`src/hdl/lrt_pkg.sv`:
```
// Package for the landmark refcount table: widths, codes, shared types.
// No dependencies.
package lrt_pkg;
  localparam int TABLE_DEPTH = 64;
  localparam int POS_FRAC_BITS = 16;
  localparam int IDX_W = $clog2(TABLE_DEPTH);
  localparam int OCC_W = $clog2(TABLE_DEPTH + 1);
  localparam int ID_W = 63;
  localparam int CNT_W = 16;
  localparam int POS_W = 32;
  localparam logic [CNT_W-1:0] CNT_MAX = '1;

  localparam logic [1:0] ACT_ADD_AVG = 2'd0;
  localparam logic [1:0] ACT_ADD_CNT = 2'd1;
  localparam logic [1:0] ACT_REMOVE = 2'd2;
  localparam logic [1:0] ACT_SCAN = 2'd3;

  localparam logic [2:0] ST_UPDATED = 3'd0;
  localparam logic [2:0] ST_INSERTED = 3'd1;
  localparam logic [2:0] ST_DECR = 3'd2;
  localparam logic [2:0] ST_ERASED = 3'd3;
  localparam logic [2:0] ST_NOTFOUND = 3'd4;
  localparam logic [2:0] ST_FULL = 3'd5;
  localparam logic [2:0] ST_SCAN_ENTRY = 3'd6;
  localparam logic [2:0] ST_SCAN_EMPTY = 3'd7;

  // Divider handshake between sequencer and divider.
  typedef struct packed {
    logic start;
    logic signed [48:0] num;
    logic [16:0] den;
  } div_req_t;

  typedef struct packed {
    logic done;
    logic signed [POS_W-1:0] quot;
  } div_rsp_t;
endpackage

```
`src/hdl/lrt_divider.sv`:
```
// Serial restoring divider, signed numerator by unsigned divisor, truncating.
// Depends on lrt_pkg.
module lrt_divider import lrt_pkg::*; (
  input  logic     clk,
  input  logic     rst,
  input  div_req_t req,
  output div_rsp_t rsp
);
  logic [48:0] rem_q;
  logic [48:0] quo;
  logic [16:0] den;
  logic        neg;
  logic        busy;
  logic        done_q;
  logic [5:0]  cnt;
  logic [49:0] trial;
  logic [48:0] mag;
  logic [48:0] qfin;

  assign mag = req.num[48] ? 49'(-req.num) : 49'(req.num);
  assign trial = {rem_q, quo[48]} - {33'd0, den};

  always_ff @(posedge clk) begin
    if (rst) begin
      busy <= 1'b0;
      done_q <= 1'b0;
    end else begin
      done_q <= busy && (cnt == 6'd0);
      if (req.start) begin
        busy <= 1'b1;
        rem_q <= '0;
        quo <= mag;
        den <= req.den;
        neg <= req.num[48];
        cnt <= 6'd48;
      end else if (busy) begin
        // one quotient bit per cycle
        if (!trial[49]) begin
          rem_q <= trial[48:0];
          quo <= {quo[47:0], 1'b1};
        end else begin
          rem_q <= {rem_q[47:0], quo[48]};
          quo <= {quo[47:0], 1'b0};
        end
        if (cnt == 6'd0) busy <= 1'b0;
        cnt <= cnt - 6'd1;
      end
    end
  end

  assign qfin = neg ? 49'(-quo) : quo;
  assign rsp = {done_q, qfin[POS_W-1:0]};
endmodule

```
`config.mk`:
```
export PLATFORM = sky130hd
export DESIGN_NAME = lrt_divider
export DESIGN_NICKNAME = d
export VERILOG_FILES = /design/src/hdl/lrt_pkg.sv /design/src/hdl/lrt_divider.sv
export SDC_FILE = /design/constraint.sdc
export NUM_CORES = 1
export LEC_CHECK = 0
export BUFFER_PORTS_ARGS = -buffer_cell sky130_fd_sc_hd__buf_2
export CORE_MARGIN = 1
export CORE_UTILIZATION = 45
export DETAILED_ROUTE_END_ITERATION = 8
export PLACE_DENSITY = 0.71
export SLEW_MARGIN = 0
export SYNTH_ARGS = -nofsm -noshare
export SYNTH_HDL_FRONTEND = slang
export SYNTH_SLANG_ARGS = --single-unit
```
`constraint.sdc`:
```
create_clock -name clk -period 9.4 [get_ports clk]
set_clock_uncertainty 0.15 [all_clocks]
set_input_delay 1.88 -clock clk [delete_from_list [all_inputs] [get_ports clk]]
set_output_delay 1.88 -clock clk [all_outputs]
set_load 0.03 [all_outputs]
```
==> flow_summary.ini, run 1 <==
[power]
power.share.clock_pct = 38.2
p_comb_share_pct = 19.0
power.density_nw_per_um2 = 173
peakVddDrop_uv = 135
p_sw_w = 0.000461
intPower_w = 0.00116
p_leak_nw = 3.42
p_sw_share_pct = 28.5
seqPwrFrac_pct = 42.8

[detailed_routing]
drtAntennaViolNets = 0
vias = 6539
drc = 0
drtIter0Drc = 480
wire_per_inst_um = 15.7
first_pass_iters = 4
via_per_inst = 5.66
totalWireLength_um = 18200

[layout]
diodes = 0
instances_no_fill = 1156
design_area_sq_um = 9360
finalNetCount = 1012
multi_input_area_sq_um = 4210
layout-drive-gt1-share_pct = 16.3
fillers = 1610
register_area_sq_um = 3700
syn2layout_area_growth_pct = 14.5

[grt]
grt_util_met2_pct = 32.4
antenna_found_initial = 0
track_usage_pct = 20.2
grt_start_max_net_pins = 85
grt_pass1_vias = 6074
grt_use_met1_pct = 26.4
top_usage_layer = met2
overflow = 0
grt_pass1_wl_um = 29400
grtUsageMet3_pct = 5.15

[timing]
drv_slew = 0
min_period_ps = 5610
hold_viol = 0
post-route-period-util_pct = 59.7
rsz0062_at_grt = false
setup_violations = 0
max_slew_margin_pct = 30.6
worst_slew_pin_slew_ps = 1040
clock.fmax_mhz = 178
fin_tns_setup_ps = 0

[critical_path]
regToRegStartpoint = rem_q[30]
r2r_end = rem_q[47]
critPathBufInv = 1
path_delay_family = simple AND/OR/NAND/NOR gates
reg2regPathDepth = 8
critPathMaxStageDelay_ps = 570
cp_max_fo = 6
critPathLaunch = quo[5]
cp-start-kind = flop
critical-path-slowest-cell = or4_4
cp.arrival_ps = 3580
r2r_slack_ps = 5070
path_class = flop to output pin
path_cells = or4_4, nor4_1, nand2b_1, or2_1, or3_1, or3_4, o31ai_1, xnor2_1, buf_2
cp-end-kind = output pin
cp.required_ps = 7370

[cts]
clkLatencyLatePin_ps = 420
cts_resized = 0
clk_path_buf_depth = 2
cts_root_buffer = clkbuf_16
postCtsSetupRepairBufs = 0
clk_pin_slew_worst_paths_ps = 50
cts_sinks = 124
cts-buffers-inserted = 17
holdBufCountCts = 0
cts-htree-levels = 4
cts_tree = yes

[synth]
synth_top_flop_cell = edfxtp_1
synth-edff-count = 122
synthArstFlopShare_pct = 0
ys_ff_latch = 124
ys_types = 66
synth_nets = 933
avgSynthCellArea_sq_um = 9.71
yosysSeqAreaShare_pct = 45.3
ys_warn_count = 0
synth.cell_area_sq_um = 8180
synthCells = 842

[floorplan]
die-area_sq_um = 18700
die_y_um = 137
ioPinCount = 102
rows = 48
initial_core_util_pct = 46.6
core_area_sq_um = 17500
chipWidth_um = 137

[place]
place_inst = 1127
place.gp.congestion = 0.839
dp_hpwl_um = 12500
port_buffers = 101
dpl_cell_area_sq_um = 8830

[outcome]
status = finished, final reports clean

[hold_path]
whs_path_depth = 1
holdCritPathClass = flop to flop
hp-start = busy
whs_endpoint = done_q

[flow_run]
cap_violations = 0
synth_stat cells (6+ instances only):
master | n | area, sq um
nor4_1 | 13 | 81.3
o31ai_1 | 29 | 218
ha_1 | 21 | 263
clkbuf_1 | 34 | 128
inv_1 | 29 | 109
xor2_1 | 52 | 455
or2_2 | 6 | 37.5
o21ai_0 | 40 | 200
nand4_1 | 6 | 37.5
nand2b_1 | 13 | 81.3
xnor2_1 | 54 | 473
a21o_1 | 10 | 75.1
nor3_1 | 22 | 110
and3_1 | 6 | 37.5
nor2b_1 | 9 | 56.3
or3_1 | 25 | 156
or4_1 | 15 | 113
o41ai_1 | 8 | 70.1
mux2i_1 | 7 | 70.1
nor2_1 | 109 | 409
edfxtp_1 | 122 | 3660
a21oi_1 | 85 | 425
nand2_1 | 44 | 165
o21ai_1 | 8 | 40.0
per-layer routing:
metal  wire (um)  share of wire [%]
met3        1040                5.7
met4         230                1.3
met1        8350                 46
met5           0                  0
met2        8570                 47
power groups by stage:
stage	registers [W]	logic, W	clock network (W)
4_1_cts	0.000691	0.000309	0.000626
3_3_place_gp	0.000701	0.000303	0
6_report	0.000692	0.000308	0.000617
3_5_place_dp	0.000702	0.000307	0
2_1_floorplan	0.000694	0.000230	0
5_1_grt	0.000697	0.000341	0.000646
stage by stage:
stage          power, W  utilization [%]  setup WS (ps)  hold slack [ps]
2_1_floorplan  0.000924                -           1590              318
3_3_place_gp    0.00100             50.3           4320              340
3_5_place_dp    0.00101             50.3           4250              333
4_1_cts         0.00163             53.4           3780              345
5_1_grt         0.00168             53.4           3600              358
6_report        0.00162             53.4           3790              345
cell usage in the layout (no fill, tap or decap), types with 5 or more instances in the layout:
cell         n
xor2_1      52
or3_1       25
or4_1       15
or2_1        5
xnor2_1     54
clkbuf_16   17
o31ai_1     29
a21oi_1     85
nor3_1      22
nand4_1      6
and3_1       6
mux2i_1      7
o21ai_0     40
edfxtp_1   122
nand2_1     44
or2_2        6
nor4_1      13
ha_1        21
nor2_1     108
a21o_1      10
mux2_1       5
o21ai_1      8
nand2b_1    13
o41ai_1      8
buf_2      100
nor2b_1      8
inv_1       29
registers in the layout (all words and copies together), names as in the netlist:
register and flops:
busy 1, cnt 6, den 17, done_q 1, neg 1, quo 49, rem_q 49
layout make-up:
class | instances | area share [%]
Timing Repair Buffer | 103 | 5.59
Tap cell | 225 | 3.01
Clock buffer | 18 | 4.58
Clock inverter | 11 | 1.12
Multi-Input combinational cell | 646 | 45.0
Sequential cell | 124 | 39.6
Inverter | 29 | 1.16
logic make-up after synthesis:
kind of cell               count (synthesis)  share of synthesized area [%]
adders and majority gates                 22                           3.46
xor gates and xnor gates                 107                           11.6
muxes                                     14                           1.87
and+or+nand+nor                          301                           19.3
AOI/OAI and AO/OA                        202                           15.1
DFF                                      124                           45.3
buffers and inverters                     72                           3.46
worst max-delay path by stage:
stage | endpoint | slack, ps | cells after the start
final | rsp[29] | 3790 | 9
after global routing | rsp[29] | 3600 | 9
after CTS | rsp[29] | 3780 | 9
after detailed placement | rsp[29] | 4250 | 9
after global placement | rsp[29] | 4320 | 9
after floorplan | cnt[0] | 1590 | 5
(Power assumes the default switching activity.)
==> run 2, diff against run 1 <==
clock period = 5.4 ns   (was 9.4 ns; I/O delays follow)
==> run 2 against run 1 <==
Net effect:
- combinational power up 76%
- non-clock buffer count grew 2
- critical path depth unchanged
- via count grew 0.29%
- utilization grew 0.40 points
- critical endpoint is now rsp[25]
- largest cell class unchanged
- largest power group unchanged
- highest routed layer unchanged
==> flow_summary.ini, run 2 (same netlist as run 1, synthesis figures left out) <==
[outcome]
status = finished, final reports clean

[layout]
multi_input_area_sq_um = 4200
diodes = 0
finalNetCount = 1014
top_regs = quo: 49 flops, rem_q: 49 flops, den: 17 flops
layout-drive-gt1-share_pct = 17.2
syn2layout_area_growth_pct = 15.4
final_cell_mix = edfxtp_1, nor2_1, buf_2, a21oi_1, xnor2_1
fillers = 1598
fin_util_pct = 53.8
layout_commonest_cell = edfxtp_1
register_area_sq_um = 3700

[floorplan]
chipWidth_um = 137
rows = 48
ioPinCount = 102
die_y_um = 137
die-area_sq_um = 18700
core_area_sq_um = 17500
initial_core_util_pct = 46.6

[timing]
post-route-period-util_pct = 87.7
max_slew_margin_pct = 35.2
hold_ws_ps = 343
fin_tns_setup_ps = 0
rsz0062_at_grt = false
drv_slew = 0
setup_violations = 0
hold_viol = 0
min_period_ps = 4740
worst_slew_pin_slew_ps = 968
clock.fmax_mhz = 211

[place]
place.gp.congestion = 0.876
port_buffers = 101
dp_hpwl_um = 12700

[critical_path]
path_class = flop to output pin
reg2regPathDepth = 11
path_cells = or4_4, nor4_1, nand2b_1, or2_1, or3_1, or3_4, o31ai_2, xnor2_1, buf_2
regToRegStartpoint = quo[48]
r2r_slack_ps = 1510
cp-start-kind = flop
cp-end-kind = output pin
cp.arrival_ps = 3510
cp_max_fo = 6
r2r_end = rem_q[36]
critPathMaxStageDelay_ps = 560
cp.required_ps = 4170
critical-path-slowest-cell = or4_4

[detailed_routing]
drtIter0Drc = 387
vias = 6558
via_per_inst = 5.65
first_pass_iters = 6
drtAntennaViolNets = 0
totalWireLength_um = 18300
drc = 0
wire_per_inst_um = 15.8

[hold_path]
whs_endpoint = done_q
whs_path_depth = 1
holdCritPathClass = flop to flop
hp-start = busy

[grt]
grt_pass1_vias = 6319
grt_start_max_net_pins = 83
overflow = 0
track_usage_pct = 20.7
grt_use_met1_pct = 26.3
grt_util_met2_pct = 34.2
top_usage_layer = met2
grtUsageMet3_pct = 5.37
grt_pass1_wl_um = 30400
antenna_found_initial = 0

[cts]
clkLatencyLatePin_ps = 410
holdBufCountCts = 0
postCtsSetupRepairBufs = 0
cts_root_buffer = clkbuf_16
cts_resized = 0
cts_tree = yes
cts-htree-levels = 4
cts_sinks = 124
clk_pin_slew_worst_paths_ps = 60
cts-buffers-inserted = 17
clk_path_buf_depth = 2

[power]
peakVddDrop_uv = 222
power.density_nw_per_um2 = 303
p_leak_nw = 3.46

[flow_run]
cap_violations = 0
-- run 2: changes by cell type in the layout (fill, tap and decap cells not counted), sizes merged --
cell	delta
buf	+2
clkinvlp	+1
inv	+2
-- run 2: worst max path at each step --
| stage | start | end | slack [ps] |
|---|---|---|---|
| 5_1_grt | quo[5] | rsp[29] | 440 |
| 3_5_place_dp | quo[5] | rsp[25] | 1130 |
| 2_1_floorplan | req[66] | cnt[0] | 140 |
| 3_3_place_gp | quo[6] | rsp[29] | 1140 |
| 4_1_cts | quo[5] | rsp[25] | 650 |
| 6_report | quo[5] | rsp[25] | 660 |
-- run 2: stage by stage --
stage               cells  area [sq um]  total power, W  setup slack [ps]
floorplan             842          8180         0.00161               137
global placement     1129          8860         0.00175              1140
detailed placement   1129          8860         0.00176              1130
CTS                  1161          9430         0.00288               652
global route         1161          9430         0.00299               439
finish               1161          9430         0.00286               662
-- run 2: area by class of cell --
type | count | area share, %
repair buffers | 105 | 5.97
multi-input cells | 646 | 44.5
clock inverters | 14 | 1.55
flip-flops and latches | 124 | 39.3
inverters | 29 | 1.15
clock buffers | 18 | 4.55
well taps | 225 | 2.98
-- run 2: worst max-delay path: cells and delay by family, from the launching register on --
family | cells | cell delay (ps)
buf+inv | 1 | 220
compound gates | 1 | 250
flops | 1 | 440
xor+xnor | 1 | 160
simple gates | 6 | 2020
-- run 2: power by group --
part           switching (W)  internal [W]  total (W)
Sequential         0.0000561       0.00115    0.00120
Clock               0.000435      0.000679    0.00111
Combinational       0.000334      0.000207   0.000541
Total               0.000826       0.00203    0.00286
-- run 2: routing by layer --
layer	up-vias	wire, um
li1	3252	-
met1	3086	8310
met2	188	8610
met3	32	1050
met4	0	343
met5	-	0
==> run 3, diff against run 2 <==
--- a/config.mk
+++ b/config.mk
@@ -7,8 +7,9 @@
 export LEC_CHECK = 0
 export BUFFER_PORTS_ARGS = -buffer_cell sky130_fd_sc_hd__buf_2
+export CORE_ASPECT_RATIO = 2
 export CORE_MARGIN = 1
-export CORE_UTILIZATION = 45
+export CORE_UTILIZATION = 59
 export DETAILED_ROUTE_END_ITERATION = 8
-export PLACE_DENSITY = 0.71
+export PLACE_DENSITY = 0.88
 export SLEW_MARGIN = 0
 export SYNTH_ARGS = -nofsm -noshare
==> constraint.sdc (replaced) <==
create_clock -name clk -period 5.4 [get_ports clk]
set_clock_uncertainty 0.15 [all_clocks]
set_input_delay 1.35 -clock clk [delete_from_list [all_inputs] [get_ports clk]]
set_output_delay 1.35 -clock clk [all_outputs]
set_load 0.03 [all_outputs]
==> run 3 against run 2 <==
Net effect:
- sequential power barely moved
- cell area fell by 1.1%
- combinational power rose by 1%
- total power fell by 0.37%
- clock power barely moved
- setup slack got worse by 450 ps
- non-clock buffer count did not move
- wire length rose by 4.7%
- via count rose by 3.1%
- largest cell class unchanged
==> flow_summary.ini, run 3 (same netlist as run 1, synthesis figures left out) <==
[place]
place_inst = 1059
place.gp.congestion = 0.890
dp_hpwl_um = 13400
dpl_cell_area_sq_um = 8770
pre_cts_ws_ps = 724
port_buffers = 101

[grt]
grt_pass1_wl_um = 31400
track_usage_pct = 28.0
grt_pass1_vias = 7010
antenna_found_initial = 0
overflow = 0
grt_start_max_net_pins = 105

[layout]
final_cell_mix = edfxtp_1, nor2_1, buf_2, a21oi_1, xnor2_1
fillers = 1016
instances_no_fill = 1091
syn2layout_area_growth_pct = 14.1
finalNetCount = 1014
diodes = 0
layout-drive-gt1-share_pct = 17.1
top_regs = quo: 49 flops, rem_q: 49 flops, den: 17 flops
layout_commonest_cell = edfxtp_1
design_area_sq_um = 9330

[flow_run]
cap_violations = 0

[detailed_routing]
drtAntennaViolNets = 0
totalWireLength_um = 19200
via_per_inst = 6.20
wire_per_inst_um = 17.6
first_pass_iters = 5
drc = 0
drtIter0Drc = 327
vias = 6760

[critical_path]
cp.required_ps = 3900
path_cells = or4_4, nor4_1, nand2b_1, or2_1, or3_1, or3_4, o31ai_1, xnor2_1, buf_2
cp-start-kind = flop
cp.arrival_ps = 3690
critPathMaxStageDelay_ps = 570
critical-path-slowest-cell = or4_4
path_class = flop to output pin
cp_max_fo = 6
cp-end-kind = output pin

[cts]
cts_resized = 0
clk_pin_slew_worst_paths_ps = 70
cts-buffers-inserted = 17
clkLatencyLatePin_ps = 420
cts_sinks = 124
cts_root_buffer = clkbuf_16
clk_path_buf_depth = 2
holdBufCountCts = 0
cts_tree = yes
cts-htree-levels = 4
postCtsSetupRepairBufs = 0

[timing]
hold_viol = 0
max_slew_margin_pct = 33.1
clock.fmax_mhz = 193
min_period_ps = 5190
fin_tns_setup_ps = 0
setup_ws_ps = 209
drv_slew = 0
setup_violations = 0
rsz0062_at_grt = false
post-route-period-util_pct = 96.1
worst_slew_pin_slew_ps = 1000

[hold_path]
holdCritPathClass = flop to flop

[floorplan]
ioPinCount = 102
rows = 60
core_area_sq_um = 13500
die_y_um = 168
die-area_sq_um = 14400
initial_core_util_pct = 60.5
chipWidth_um = 85.2

[power]
power.density_nw_per_um2 = 305
power.total_w = 0.00285
peakVddDrop_uv = 287
p_leak_nw = 3.45

[outcome]
status = finished, final reports clean
run 3: metrics by stage:
step	hold slack (ps)	util [%]
after detailed placement	354	64.9
after global placement	332	64.9
final	359	69.1
after floorplan	318	-
after global routing	377	69.1
after CTS	363	69.1
run 3: path summary, 6_finish.rpt:
check	start	cells after the start	end	slack, ps
min	busy	1	done_q	360
max	quo[5]	9	rsp[29]	210
min reg2reg	busy	1	done_q	360
max reg2reg	quo[48]	11	rem_q[36]	1330
run 3: final cells by class:
class / instances / area (sq um) / area share, %
inverters: 29 / 109 / 1.17
repair buffers: 105 / 563 / 6.03
clock buffers: 18 / 429 / 4.60
clock inverters: 14 / 136 / 1.46
well taps: 155 / 194 / 2.08
multi-input cells: 646 / 4200 / 45.0
flip-flops and latches: 124 / 3700 / 39.7
run 3: metal layers:
metal	track usage [%]	share of wire (%)
met1	26.8	34
met2	52.0	55
met3	6.48	5.1
met4	18.2	5.5
met5	0	0
run 3: power breakdown:
part	switching, W	internal (W)	leakage, nW
sequential	0.0000567	0.00115	1.18
combinational	0.000341	0.000206	2.00
clock	0.000456	0.000641	0.268
total	0.000854	0.00200	3.45
run 3: worst max-delay path: cells and delay by family (launching register included):
| kind | cells | cell delay (ps) |
|---|---|---|
| AOI/OAI and AO/OA | 1 | 280 |
| DFF | 1 | 460 |
| and+or+nand+nor | 6 | 2140 |
| buffers and inverters | 1 | 220 |
| xor gates and xnor gates | 1 | 160 |
